`config.mk`:
```
export PLATFORM = sky130hd
export DESIGN_NAME = bpa_ctrl
export DESIGN_NICKNAME = d
export VERILOG_FILES = /design/src/rtl/bpa_pkg.sv /design/src/rtl/bpa_ctrl.sv
export SDC_FILE = /design/constraint.sdc
export NUM_CORES = 1
export LEC_CHECK = 0
export ABC_AREA = 0
export BUFFER_PORTS_ARGS = -buffer_cell sky130_fd_sc_hd__clkbuf_2
export CELL_PAD_IN_SITES_DETAIL_PLACEMENT = 0
export CELL_PAD_IN_SITES_GLOBAL_PLACEMENT = 1
export CORE_MARGIN = 2
export CORE_UTILIZATION = 34
export CTS_BUF_LIST = sky130_fd_sc_hd__clkbuf_16
export DETAILED_ROUTE_END_ITERATION = 7
export PLACE_DENSITY_LB_ADDON = 0.12
export REMOVE_ABC_BUFFERS = 1
export SYNTH_ARGS = -nofsm -noshare
export SYNTH_HDL_FRONTEND = slang
export SYNTH_SLANG_ARGS = --single-unit
```
`constraint.sdc`:
```
create_clock -name clk -period 1.7 [get_ports clk]
set_clock_uncertainty 0.2 [all_clocks]
set_input_delay 0.425 -clock clk [delete_from_list [all_inputs] [get_ports clk]]
set_output_delay 0.425 -clock clk [all_outputs]
set_load 0.02 [all_outputs]
```
`src/rtl/bpa_pkg.sv`:
```
// Shared constants, types and datapath command codes for the buddy page allocator.
// No dependencies.
package bpa_pkg;

	localparam int PAGE_COUNT = 1024;
	localparam int PG_W       = 10;
	localparam int LINK_W     = 11;
	localparam int MAX_ORDER  = 5;
	localparam int ORD_W      = 3;
	localparam int HEADS      = MAX_ORDER + 1;
	localparam int ADDR_W     = 48;
	localparam int SIZE_W     = 32;
	localparam int PAGE_SHIFT = 12;
	localparam int PAGE_BYTES = 4096;
	localparam int BLK_PAGES  = 1 << MAX_ORDER;

	localparam logic [LINK_W-1:0] NIL = LINK_W'(PAGE_COUNT);

	typedef enum logic [1:0] {
		ST_OK      = 2'd0,
		ST_TOO_BIG = 2'd1,
		ST_NO_MEM  = 2'd2
	} status_t;

	typedef enum logic [3:0] {
		CMD_NOP,
		CMD_SWEEP,
		CMD_ACCEPT,
		CMD_DECIDE,
		CMD_A_CLR,
		CMD_S_PUSH,
		CMD_S_LINK,
		CMD_M_READ,
		CMD_M_UNLINK,
		CMD_M_CLR,
		CMD_M_JOIN,
		CMD_P_PUSH,
		CMD_P_LINK,
		CMD_FIN
	} dp_cmd_t;

	typedef struct packed {
		logic sweep_last;
		logic alloc_go;
		logic free_go;
		logic t_gt_want;
		logic o_lt_max;
		logic merge_ok;
		logic out_free;
	} dp_stat_t;

endpackage

```
`src/rtl/bpa_ctrl.sv`:
```
// Controller state machine: sequences the datapath through init sweep, split and merge steps.
// Depends on bpa_pkg.
module bpa_ctrl (
	input  logic               clk,
	input  logic               arst_n,
	input  logic               in_valid,
	output logic               in_ready,
	input  bpa_pkg::dp_stat_t  stat,
	output bpa_pkg::dp_cmd_t   cmd
);
	import bpa_pkg::*;

	typedef enum logic [3:0] {
		S_SWEEP,
		S_IDLE,
		S_DECIDE,
		S_A_CLR,
		S_S1,
		S_S2,
		S_M_RD,
		S_M_CK,
		S_M_U1,
		S_M_U2,
		S_P2,
		S_FIN
	} state_t;

	state_t state_q, state_d;

	always_comb begin
		state_d = state_q;
		cmd     = CMD_NOP;
		case (state_q)
			S_SWEEP: begin
				cmd = CMD_SWEEP;
				if (stat.sweep_last) state_d = S_IDLE;
			end
			S_IDLE: begin
				if (in_valid) begin
					cmd     = CMD_ACCEPT;
					state_d = S_DECIDE;
				end
			end
			S_DECIDE: begin
				cmd = CMD_DECIDE;
				if (stat.alloc_go) state_d = S_A_CLR;
				else if (stat.free_go) state_d = S_M_RD;
				else state_d = S_FIN;
			end
			S_A_CLR: begin
				cmd     = CMD_A_CLR;
				state_d = stat.t_gt_want ? S_S1 : S_FIN;
			end
			S_S1: begin
				cmd     = CMD_S_PUSH;
				state_d = S_S2;
			end
			S_S2: begin
				cmd     = CMD_S_LINK;
				state_d = stat.t_gt_want ? S_S1 : S_FIN;
			end
			S_M_RD: begin
				if (stat.o_lt_max) begin
					cmd     = CMD_M_READ;
					state_d = S_M_CK;
				end else begin
					cmd     = CMD_P_PUSH;
					state_d = S_P2;
				end
			end
			S_M_CK: begin
				if (stat.merge_ok) begin
					cmd     = CMD_M_UNLINK;
					state_d = S_M_U1;
				end else begin
					cmd     = CMD_P_PUSH;
					state_d = S_P2;
				end
			end
			S_M_U1: begin
				cmd     = CMD_M_CLR;
				state_d = S_M_U2;
			end
			S_M_U2: begin
				cmd     = CMD_M_JOIN;
				state_d = S_M_RD;
			end
			S_P2: begin
				cmd     = CMD_P_LINK;
				state_d = S_FIN;
			end
			S_FIN: begin
				if (stat.out_free) begin
					cmd     = CMD_FIN;
					state_d = S_IDLE;
				end
			end
			default: state_d = S_IDLE;
		endcase
	end

	always_ff @(posedge clk or negedge arst_n) begin
		if (!arst_n) begin
			state_q <= S_SWEEP;
		end else begin
			state_q <= state_d;
		end
	end

	assign in_ready = (state_q == S_IDLE);

endmodule

```
==> results of run 1 <==
==> critical path: stages (launching register included) <==
cell	delay (ns)
dfrtp_2	0.44
inv_2	0.07
a22o_1	0.20
mux2i_1	0.14
o22ai_1	0.08
buf_4	0.16
==> worst paths after layout <==
path | slack (ns) | end | startpoint
max reg2reg | 0.09 | state_q[3] | state_q[1]
min | 0.30 | state_q[0] | stat[6]
max in group asynchronous | 0.82 | state_q[3] | arst_n
min reg2reg | 0.58 | state_q[2] | state_q[2]
max | -0.25 | cmd[1] | state_q[1]
min in group asynchronous | 0.35 | state_q[0] | arst_n
==> placed cells by master (no fill, tap or decap), drive strengths merged <==
cell	netlist	final
buf	7	30
clkbuf	0	12
o21ai	9	9
nand2	8	8
nor2	8	8
a31oi	5	5
dfrtp	4	4
nand2b	4	4
inv	3	3
nor3	3	3
nand3	2	2
o22ai	2	2
o41ai	1	1
a22o	1	1
mux2i	1	1
and2	1	1
o21a	1	1
o2111ai	1	1
nor2b	1	1
a311oi	1	1
or3	1	1
a21oi	1	1
xnor2	1	1
nor4	1	1
a21boi	1	1
nor4b	1	1
nand4	1	1
dlygate4sd3	0	1
==> per-stage QoR <==
step / TNS [ns] / utilization [%] / cell area, µm²
after floorplan: -1.230 / - / 446.7
after CTS: -1.001 / 64.45 / 859.6
final: -1.008 / 64.45 / 859.6
after detailed placement: -0.3592 / 50.28 / 670.6
after global placement: -0.3471 / 50.28 / 670.6
after global routing: -1.159 / 64.45 / 859.6
==> what timing repair did <==
action                                  4_1_cts  5_1_grt
hold buffers                                  1        0
gates cloned                                  0        0
gates resized for setup                      17        5
pin swaps                                     3        3
endpoints found under the setup margin        5        6
endpoints found under the hold margin         4        0
setup buffers                                 7        0
==> power by group <==
group / switching [mW] / internal, mW / total (mW)
sequential: 0.102 / 0.151 / 0.253
clock: 0.0637 / 0.300 / 0.364
combinational: 0.597 / 0.636 / 1.23
total: 0.763 / 1.09 / 1.85
==> metal layers <==
metal / part of all wire [%] / GRT usage [%] / vias to the layer above
li1: - / - / 325
met5: 0 / 0 / -
met4: 0.80 / 5.000 / 0
met1: 46 / 22.82 / 296
met3: 4.2 / 4.741 / 2
met2: 49 / 33.54 / 17
==> cell families after synthesis <==
logic type / count (synthesis) / synth area share [%]
buf+inv: 10 / 13.43
xor+xnor: 1 / 1.742
compound gates: 23 / 28.61
mux: 1 / 1.990
simple gates: 31 / 34.33
flops: 4 / 19.90
==> area by class of cell <==
| cell class | instances | area, µm² |
|---|---|---|
| fillers | 119 | 474.2 |
| multi-input cells | 56 | 364.1 |
| repair buffers | 40 | 285.3 |
| flip-flops and latches | 4 | 105.1 |
| clock buffers | 3 | 75.07 |
| well taps | 15 | 18.77 |
| inverters | 3 | 11.26 |
==> flow_summary.toml, run 1 <==
[worst_hold_path]
hold_path.class = "in2reg"
holdPathStages = 3

[logic_synthesis]
synthCells = 70
synth_area_leaders = "dfrtp_1 20%, buf_6 6.7%, a31oi_1 6.2%, o21ai_0 6.0%, nand2_1 6.0%"
synth-edff-count = 0
ys_seq_area_share_pct = 19.90
ys.flop_type = "dfrtp_1"
yosys.area.top_type = "dfrtp_1"
yosys_warnings = 0
avgSynthCellArea_um2 = 7.185
syn-cell-area_um2 = 503.0
async_flop_share_pct = 100.0
synth_top_area_share_pct = 19.90
synthDistinctLibCells = 30
ys_top_cells_by_count = "8 x nand2_1, 8 x nor2_1, 6 x o21ai_0"
synth-seq-cells = 4

[route]
wl_um = 1626
drt-initial-drc-count = 8
vias = 640
vias_per_cell = 5.289
drc = 0
first_pass_iters = 4
antenna_left = 0
wl_per_cell_um = 13.44

[timing]
fin_crit_ns = 1.954
whs_ns = 0.2964
slew_violations = 0
fmax_mhz = 511.7
relSlewSlack_pct = 75.54
rsz0062_at_grt = "true"
setup_viol = 5
hold_violations = 0
tightestPinTransition_ns = 0.3619
layout_setup_ws_ns = -0.2543
min_period_over_period_pct = 115.0

[place]
dp_slack_ns = -0.08825
hpwl_um = 1093
io_buffer_count = 14
gp_congestion = 0.7735
place_inst = 110

[cells_and_area]
largest_register_ffs = 4
layout.nets = 118
fin_cells = 121
antenna_cells = 0
final_layout_size_suffix_gt1_share_pct = 50.94
reg_top3 = "state_q: 4 flops"
top_register = "state_q"
syn_to_final_growth_pct = 70.90

[cts]
cts_made_buffers = 3
htreeDepth = 1
cts_sinks = 4
clkTransAtPathRegs_ns = 0.03
clkLatencyLatePin_ns = 0.22
cts_root_buf = "clkbuf_16"
clock_path_buffers = 2
cts_tree = "done"

[pwr]
max-vdd-ir-drop_mv = 0.7721
p_leak_nw = 0.3971
power_mw = 1.849
cellPowerDensity_nw_per_um2 = 2151

[grt]
grt_pass1_wl_um = 2642
antenna_found_initial = 0
first_global_vias = 603
grt_max_degree = 11
grt_remaining_overflow = 0
grt.total_usage_pct = 19.09

[die]
core_area_um2 = 1334
die_x_um = 42.46
core.rowCount = 13
die_h_um = 42.46
initial_core_util_pct = 37.71
io_pins = 15
die_area_um2 = 1803

[setup_path]
worst-r2r-cell-count = 6
criticalPathCategory = "reg2out"
crit_required_ns = 1.07
startpoint_type = "flip-flop"
worstPathArrival_ns = 1.33
crit_path_max_fanout = 8
crit_path_end_kind = "primary output"

[run]
maxCapViolCount = 0

[run_status]
violations = "negative setup slack"
outcome = "finished with violations"
Note: power is estimated with default switching activity, not from simulation.
==> run 2: changes to the inputs <==
- PLACE_DENSITY: unset -> 0.77
- PLACE_DENSITY_LB_ADDON: 0.12 -> unset
==> run 2 against run 1 <==
Net effect: the flow still finishes with violations (negative setup slack); die area stayed put; cell area is 2.8% higher; flip-flop and latch count stayed put; clock-buffer cell count stayed put; critical path depth stayed put; clock power hardly changed; worst hold slack better by 0.021 ns; sequential power is 5% lower; setup slack better by 0.022 ns; global-route usage is 1.7 points higher; critical path type unchanged.
==> flow_summary.toml, run 2 (synthesis results as in run 1) <==
[run]
maxCapViolCount = 0

[place]
hpwl_um = 1047
dp_slack_ns = -0.08919
place_inst = 111
io_buffer_count = 14
gp_congestion = 0.7982
placed_area_um2 = 678.2

[die]
core_area_um2 = 1334
die_x_um = 42.46
io_pins = 15
die_h_um = 42.46
core.rowCount = 13
die_area_um2 = 1803
initial_core_util_pct = 37.71

[timing]
rsz0062_at_grt = "true"
relSlewSlack_pct = 80.45
hold_violations = 0
slew_violations = 0
fin_crit_ns = 1.932
fmax_mhz = 517.6
whs_ns = 0.3178
setup_viol = 5
layout_setup_ws_ns = -0.2321
tightestPinTransition_ns = 0.2892
min_period_over_period_pct = 113.7

[cts]
clkTransAtPathRegs_ns = 0.03
clock_path_buffers = 2
clkLatencyLatePin_ns = 0.22
cts_sinks = 4
htreeDepth = 1
cts_root_buf = "clkbuf_16"
cts_made_buffers = 3
cts_tree = "done"

[worst_hold_path]
worstHoldStart = "stat[6]"
hold_path.class = "in2reg"

[grt]
grt.total_usage_pct = 20.77
grt_remaining_overflow = 0
antenna_found_initial = 0
first_global_vias = 615
grt_pass1_wl_um = 2773
grt_max_degree = 10

[run_status]
violations = "negative setup slack"
outcome = "finished with violations"

[pwr]
max-vdd-ir-drop_mv = 0.9535
p_leak_nw = 0.4051
cellPowerDensity_nw_per_um2 = 2151
power_mw = 1.900

[cells_and_area]
top_register = "state_q"
fin_area_um2 = 883.3
layout_common_cells = "28 x buf_4, 9 x clkbuf_2, 8 x nand2_1, 7 x nor2_1, 5 x o21ai_0"
antenna_cells = 0
layout_commonest_cell = "buf_4"
syn_to_final_growth_pct = 75.62
reg_top3 = "state_q: 4 flops"
fin_cells = 122
final_layout_size_suffix_gt1_share_pct = 52.34
largest_register_ffs = 4
layout.nets = 119

[route]
antenna_left = 0
first_pass_iters = 4
vias_per_cell = 5.303
wl_um = 1608
drc = 0
vias = 647
drt-initial-drc-count = 18
wl_per_cell_um = 13.18

[setup_path]
reg2reg_from = "state_q[1]"
startpoint_type = "flip-flop"
worstPathArrival_ns = 1.31
criticalPathCategory = "reg2out"
crit_required_ns = 1.07
crit_path_max_fanout = 6
crit_path_start = "state_q[1]"
crit_path_end_kind = "primary output"
## run 2: metrics by stage
stage / util [%] / TNS (ns)
2_1_floorplan: - / -1.230
3_3_place_gp: 50.84 / -0.1943
3_5_place_dp: 50.84 / -0.2540
4_1_cts: 65.20 / -1.057
5_1_grt: 66.23 / -1.230
6_report: 66.23 / -0.9754
## run 2: report_power, final
| part | switching, mW | leakage (nW) | internal (mW) |
|---|---|---|---|
| sequential | 0.0915 | 0.0462 | 0.149 |
| clock | 0.0661 | 0.0370 | 0.300 |
| combinational | 0.618 | 0.322 | 0.676 |
| total | 0.775 | 0.405 | 1.12 |
## run 2: final cells by class
class,count,area (µm²)
clock buffer,3,75.07
fill,106,450.4
inverter,3,11.26
multi-input combinational,56,375.4
sequential,4,103.9
tap,15,18.77
timing repair buffer,41,299.0
## run 2: worst paths after layout
check                             end  slack, ns  cells past startpoint
max in group asynchronous  state_q[0]       0.83                      2
min                        state_q[0]       0.32                      3
max reg2reg                state_q[3]       0.11                      6
max                            cmd[1]      -0.23                      5
min in group asynchronous  state_q[3]       0.34                      2
min reg2reg                state_q[1]       0.64                      3
## run 2: layer usage
metal,GRT usage [%],up-vias,wire length (µm)
met1,26.22,289,711
met2,32.92,27,771
met4,13.13,0,41
li1,-,327,-
met3,2.586,4,83
met5,0,-,0
## run 2: repair_timing
action,4_1_cts,5_1_grt
setup endpoints to repair,5,7
pin swaps,3,2
gates resized for setup,20,8
setup buffers,7,0
hold buffers,1,0
cloned,0,0
hold endpoints to repair,4,0
## run 2: critical path: stages, from the launching register on
cell and delay [ns]:
dfrtp_2 0.41, inv_2 0.07, a22o_1 0.22, mux2i_1 0.15, o22ai_1 0.08, buf_4 0.16
